==> src/hdl/vmalu_pkg.sv <==
// shared types and constants for the vm integer alu with register file
`default_nettype none

package vmalu_pkg;

    localparam int DATA_W        = 64;
    localparam int HALF_W        = DATA_W / 2;
    localparam int MODE_W        = 4;
    localparam int DEST_W        = 4;
    localparam int DEST_CODES    = 2 ** DEST_W;
    localparam int REG_COUNT_DEF = 16;
    localparam int DIV_STEPS     = DATA_W;
    localparam int CNT_W         = $clog2(DIV_STEPS);
    localparam int MUL_STEPS     = 4;

    typedef enum logic [MODE_W-1:0] {
        MODE_ADD  = 4'd0,
        MODE_SUB  = 4'd1,
        MODE_MUL  = 4'd2,
        MODE_DIV  = 4'd3,
        MODE_MOD  = 4'd4,
        MODE_ABS  = 4'd5,
        MODE_MIN  = 4'd6,
        MODE_MAX  = 4'd7,
        MODE_SHL  = 4'd8,
        MODE_SHR  = 4'd9,
        MODE_NEG  = 4'd10,
        MODE_LOAD = 4'd11
    } t_mode;

    typedef enum logic [0:0] {
        STAT_DONE    = 1'b0,
        STAT_DIVZERO = 1'b1
    } t_status;

    typedef struct packed {
        logic       load;
        logic       div_init;
        logic       div_step;
        logic       mul_en;
        logic [1:0] mul_step;
        logic       commit;
    } t_cmd;

    typedef struct packed {
        logic is_mul;
        logic is_div;
    } t_sts;

endpackage

`default_nettype wire

==> src/hdl/vmalu_ctrl.sv <==
// controller: sequences register read, multiply, divide and write-back per beat
`default_nettype none

module vmalu_ctrl
    import vmalu_pkg::*;
(
    input  wire logic i_clk,
    input  wire logic i_rst_n,
    input  wire logic i_valid,
    output logic      o_stall,
    output logic      o_valid,
    input  wire logic i_stall,
    input  wire t_sts i_sts,
    output t_cmd      o_cmd
);

    typedef enum logic [4:0] {
        S_IDLE = 5'b00001,
        S_READ = 5'b00010,
        S_MUL  = 5'b00100,
        S_DIV  = 5'b01000,
        S_DONE = 5'b10000
    } t_state;

    localparam logic [CNT_W-1:0] DivLast = CNT_W'(DIV_STEPS - 1);
    localparam logic [CNT_W-1:0] MulLast = CNT_W'(MUL_STEPS - 1);

    t_state           r_state;
    t_state           n_state;
    logic [CNT_W-1:0] r_cnt;
    logic [CNT_W-1:0] n_cnt;
    logic             r_ovld;
    logic             n_ovld;
    logic             w_free;

    assign o_stall = (r_state != S_IDLE);
    assign o_valid = r_ovld;
    assign w_free  = !(r_ovld && i_stall);

    always_comb begin
        n_state = r_state;
        n_cnt   = r_cnt;
        o_cmd   = '0;
        case (r_state)
            S_IDLE: begin
                if (i_valid) begin
                    o_cmd.load = 1'b1;
                    n_state    = S_READ;
                end
            end
            S_READ: begin
                o_cmd.div_init = 1'b1;
                n_cnt          = '0;
                if (i_sts.is_mul) begin
                    n_state = S_MUL;
                end else if (i_sts.is_div) begin
                    n_state = S_DIV;
                end else begin
                    n_state = S_DONE;
                end
            end
            S_MUL: begin
                o_cmd.mul_en   = 1'b1;
                o_cmd.mul_step = r_cnt[1:0];
                n_cnt          = r_cnt + 1'b1;
                if (r_cnt == MulLast) begin
                    n_state = S_DONE;
                end
            end
            S_DIV: begin
                o_cmd.div_step = 1'b1;
                n_cnt          = r_cnt + 1'b1;
                if (r_cnt == DivLast) begin
                    n_state = S_DONE;
                end
            end
            S_DONE: begin
                if (w_free) begin
                    o_cmd.commit = 1'b1;
                    n_state      = S_IDLE;
                end
            end
            default: n_state = S_IDLE;
        endcase
    end

    always_comb begin
        n_ovld = r_ovld && i_stall;
        if (o_cmd.commit) begin
            n_ovld = 1'b1;
        end
    end

    always_ff @(posedge i_clk) begin
        if (!i_rst_n) begin
            r_state <= S_IDLE;
            r_cnt   <= '0;
            r_ovld  <= 1'b0;
        end else begin
            r_state <= n_state;
            r_cnt   <= n_cnt;
            r_ovld  <= n_ovld;
        end
    end

endmodule

`default_nettype wire
==> config.mk <==
export PLATFORM = sky130hd
export DESIGN_NAME = vmalu_ctrl
export DESIGN_NICKNAME = d
export VERILOG_FILES = /design/src/hdl/vmalu_pkg.sv /design/src/hdl/vmalu_ctrl.sv
export SDC_FILE = /design/constraint.sdc
export NUM_CORES = 1
export LEC_CHECK = 0
export ABC_AREA = 0
export BUFFER_PORTS_ARGS = -buffer_cell sky130_fd_sc_hd__buf_4
export CAP_MARGIN = 20
export CORE_ASPECT_RATIO = 0.8
export CORE_MARGIN = 3
export CORE_UTILIZATION = 40
export CTS_CLUSTER_SIZE = 12
export DETAILED_ROUTE_END_ITERATION = 7
export GPL_TIMING_DRIVEN = 0
export HOLD_SLACK_MARGIN = 0.15
export PLACE_DENSITY = 0.6
export SLEW_MARGIN = 0
export SYNTH_ARGS = -nofsm -noshare
export SYNTH_HDL_FRONTEND = slang
export SYNTH_SLANG_ARGS = --single-unit
==> constraint.sdc <==
create_clock -name i_clk -period 1.4 [get_ports i_clk]
set_input_delay 0.07 -clock i_clk [delete_from_list [all_inputs] [get_ports i_clk]]
set_output_delay 0.07 -clock i_clk [all_outputs]
set_load 0.05 [all_outputs]
* After elaboration in Yosys (flattened, before gate mapping)
Index checks and enable logic that the tools add are counted.
Word-level totals: latch bits 0, memory bits (writable) 0, flip-flop bits (word level) 12, bits in read-only memories 0, bits of input ports 6, memories kept 0
Operators by class: shift operators 0, mux-type cells 16, div/mod/pow operators 0, multiply operators 0, bitwise gates (word level) 0, magnitude comparators 0, equality and inequality tests 12, reduce and logical (&&, ||, !) cells 4, $add $sub $neg 1
Operators with widths (number):
- 5-bit two-way mux | 6
- 5-bit case mux with 5 select lines | 1
- 6-bit case mux with 2 select lines | 1
- 2-bit inequality test, second input constant | 4
- 1-bit two-way mux | 7
- 6-bit by 1-bit adder with 6-bit output, second input constant | 1
- 6-bit by 2-bit == test with 1-bit output, second input constant | 1
- 6-bit == test, second input constant | 1
- 5-bit by 1-bit == test with 1-bit output, second input constant | 1
- 5-bit by 2-bit == test with 1-bit output, second input constant | 1
- 5-bit by 3-bit == test with 1-bit output, second input constant | 1
- 5-bit by 4-bit == test with 1-bit output, second input constant | 1
- 5-bit == test, second input constant | 1
- 5-bit by 1-bit inequality test with 1-bit output, second input constant | 1
- 4-bit AND reduction | 1
- 3-bit two-way mux | 1
- 2-bit nonzero test | 1
- 2-bit OR reduction | 1
- 1-bit logical AND | 1

* Depth between registers and ports, before layout
word-level depth 4, mapped depth 6

* Worst setup path after synthesis
OpenSTA, ideal clock, no wires.
kind register to register, start point register r_state[3], end point register r_cnt[5], setup time 0.117 ns, period minus slack after synthesis 2.116 ns, data arrival time 1.998 ns, stages on the path, launching flop included 6, slack -0.716 ns, cells stage by stage dfxtp_1 > buf_6 > or3_4 > nor2_1 > o21ai_1 > a32o_1
On the way: cells in the longest elaborated chain, start to end 3, elaborated cells between the ends (all ways) 6, those cells by class eq/ne: 3; mux: 1; reduce/logical: 2
Ends and longest elaborated chain:
- start, declared | RTL line vmalu_ctrl.sv:28 | t_state r_state;
- start signal, assigned | RTL line vmalu_ctrl.sv:100 | r_state <= n_state;
- 5-bit by 4-bit == test with 1-bit output or 5-bit by 3-bit == test with 1-bit output (tied branches) | RTL line vmalu_ctrl.sv:44 | case (r_state)
- 2-bit OR reduction (no line)
- 6-bit case mux with 2 select lines or 2-bit nonzero test (tied branches)
- end signal, assigned | RTL line vmalu_ctrl.sv:101 | r_cnt <= n_cnt;
- end, declared | RTL line vmalu_ctrl.sv:30 | logic [CNT_W-1:0] r_cnt;
Parallel ways exist; a longest one is shown, timed or not. A chain may end at the register's enable or synchronous reset.

==> out/qor.txt <==
R2R cell count = 5
clock network fraction of design power = 27.5%
failing checks = setup timing
clock latency on the worst-skew pair = 280 ps
Synth Flop Type = dfxtp_1
Total Wirelength = 2.01 mm
Worst Tran Pin Value = 442 ps
ys async rst share = 0%
Detailed Routing Iterations Pass 1 = 4
grt total ovfl = 0
full die area = 2160 sq um
I/O Buffers = 14
Pint = 0.542 mW
P_leak = 0.434 nW
critical path type = register to primary output
final setup TNS = -4000 ps
antenna violations before repair = 0
vias in the first global route = 675
RR Endpoint = r_cnt[5]
sequential area share after synthesis = 36.6%
WHS = 511 ps
initial core utilization = 45.0%
Die H = 42.2 um
YS warnings = 0
register-to-register setup slack = -310 ps
Die Wd = 51.3 um
Iteration-0 DRC Markers = 5
synth top area cells = dfxtp_1, a21oi_1, nor3_1
Hold Path Origin = r_cnt[3]
CTS buffer count = 3
Synth top area share = 36.6%
Layout Nets = 122
clk root buf = clkbuf_4
status = complete, but fails checks
Clk pin slew, worst setup/hold paths = 70 ps
num rows = 12
Max-slew headroom = 70.4%
Switching Share = 31.8%
Post-Syn Nets = 85
I/O pins = 15
VDD IR max = 507 uV
FMAX = 0.567 GHz
#FFs+latches synth = 12
Worst Skew = 0.608 ps
Detail Placement HPWL = 1.22 mm
CP arrival = 1690 ps
CTS tree = built
Hold WC Path Type = register to register
All-Layer GR Usage = 20.3%
Hold Path Stages = 1
gp weighted congestion = 0.791
max-slew violations = 0
number of synthesized flops with an enable pin = 0
Flop pwr share = 44.5%
H-tree depth = 1
Gate Count Post-Synth = 78
PD cells = 702 nW/um^2
unrepaired setup endpoints after global routing = true
DRC = 0
combinational share of power = 28.0%
worst hold endpoint = r_cnt[3]
minimum clock period = 1760 ps
CP max FO = 4
Placeable Area = 1460 sq um
routed vias = 762
Final WS setup = -363 ps
first-pass GRT wire length = 3.33 mm
synthesized area = 656 sq um
antenna cells = 0
ratio of cells with drive above 1 in the final layout = 54.0%
worst path required time = 1330 ps
Startpoint Class = register
Final setup viols = 19
CTS max path bufs = 2
Psw = 0.252 mW
largest net degree at the start of global routing = 11
WL/cell = 15.0 um
clk sinks = 12
Via density = 5.69
Worst Setup End Kind = primary output
R2R Path Start = r_state[4]
average size of a mapped cell = 8.41 sq um
pre-CTS WS = -293 ps
Fin. Hold Viols = 0
area grow syn2layout = 72.5%
number of max-cap violations = 0
final worst path period share = 126%
cell taking the most area after synthesis = dfxtp_1
Antenna Nets Post-Route = 0
distinct cell type count of the synthesized netlist = 36
==> power groups by stage <==
| stage | combinational (mW) | clock, mW | sequential (mW) |
|---|---|---|---|
| after floorplan | 0.115 | 0 | 0.363 |
| after global placement | 0.157 | 0 | 0.365 |
| after detailed placement | 0.159 | 0 | 0.365 |
| after CTS | 0.200 | 0.223 | 0.352 |
| after global routing | 0.241 | 0.238 | 0.355 |
| final | 0.223 | 0.218 | 0.353 |
==> routing by layer <==
layer / wire [um] / track usage (%) / share of wire [%]
met4: 0 / 1.57 / 0
met1: 918 / 26.7 / 46
met2: 938 / 32.6 / 47
met3: 156 / 7.83 / 7.7
met5: 0 / 0 / 0
==> critical path, stage by stage, from the launching register on <==
cell,delay [ps]
dfxtp_4,350
or3_4,390
or3b_4,420
nor2_4,100
buf_8,150
==> cell usage after synthesis (all sizes together), types with 2 or more instances <==
cell     n
nand3    4
nor2     6
nor3     8
and3     3
or3      2
a21oi    9
o211ai   4
buf      3
nand2    4
xnor2    2
o21ai    2
dfxtp   12
nor4     3
inv      2
==> worst max path at each step <==
stage               endpoint  slack, ps  depth (start not counted)       start
finish              o_cmd[6]       -360                          4  r_state[4]
floorplan           o_cmd[6]       -300                          5  r_state[3]
CTS                 o_cmd[6]       -460                          5  r_state[4]
detailed placement  o_cmd[6]       -290                          6  r_state[2]
global route        o_cmd[6]       -420                          4  r_state[4]
global placement    o_cmd[6]       -280                          6  r_state[3]
==> state kept, by name (all words and copies together) (netlist names) <==
signal	flops
r_cnt	6
r_state	5
o_valid	1
==> repair_timing <==
| item | in CTS | in global routing |
|---|---|---|
| buffers inserted | 11 | 5 |
| endpoints found under the setup margin | 18 | 19 |
| hold endpoints to repair | 7 | 0 |
| pin swaps | 8 | 3 |
| hold buffers | 5 | 0 |
| resized for setup | 21 | 15 |
==> through the flow <==
step	util, %	total power, mW	instance area [sq um]	std cells
2_1_floorplan	-	0.478	696	78
3_3_place_gp	56.8	0.522	827	113
3_5_place_dp	56.8	0.524	827	113
4_1_cts	71.5	0.775	1040	130
5_1_grt	77.7	0.835	1130	134
6_report	77.7	0.794	1130	134
==> area by class of cell <==
cell class | count | area [sq um]
Inverter | 3 | 11.3
Sequential cell | 12 | 260
Clock buffer | 3 | 22.5
Fill cell | 111 | 325
Multi-Input combinational cell | 60 | 490
Tap cell | 21 | 26.3
Timing Repair Buffer | 35 | 320
==> placed cells by master, fill, tap and decap left out, drive strengths merged, types with 3 or more instances in the layout <==
cell and instances:
buf 30, dfxtp 12, a21oi 9, nor3 8, nor2 6, dlygate4sd3 5, nand2 4, o211ai 4
nand3 4, clkbuf 3, nor4 3, and3 3
==> cell families after synthesis <==
group / after synthesis / synth area share [%]
simple gates: 36 / 32.3
compound gates: 20 / 20.2
flops: 12 / 36.6
buf+inv: 6 / 4.96
xor+xnor: 3 / 4.01
fa+ha+maj: 1 / 1.91
No activity file was read; power rests on OpenSTA's default activity.
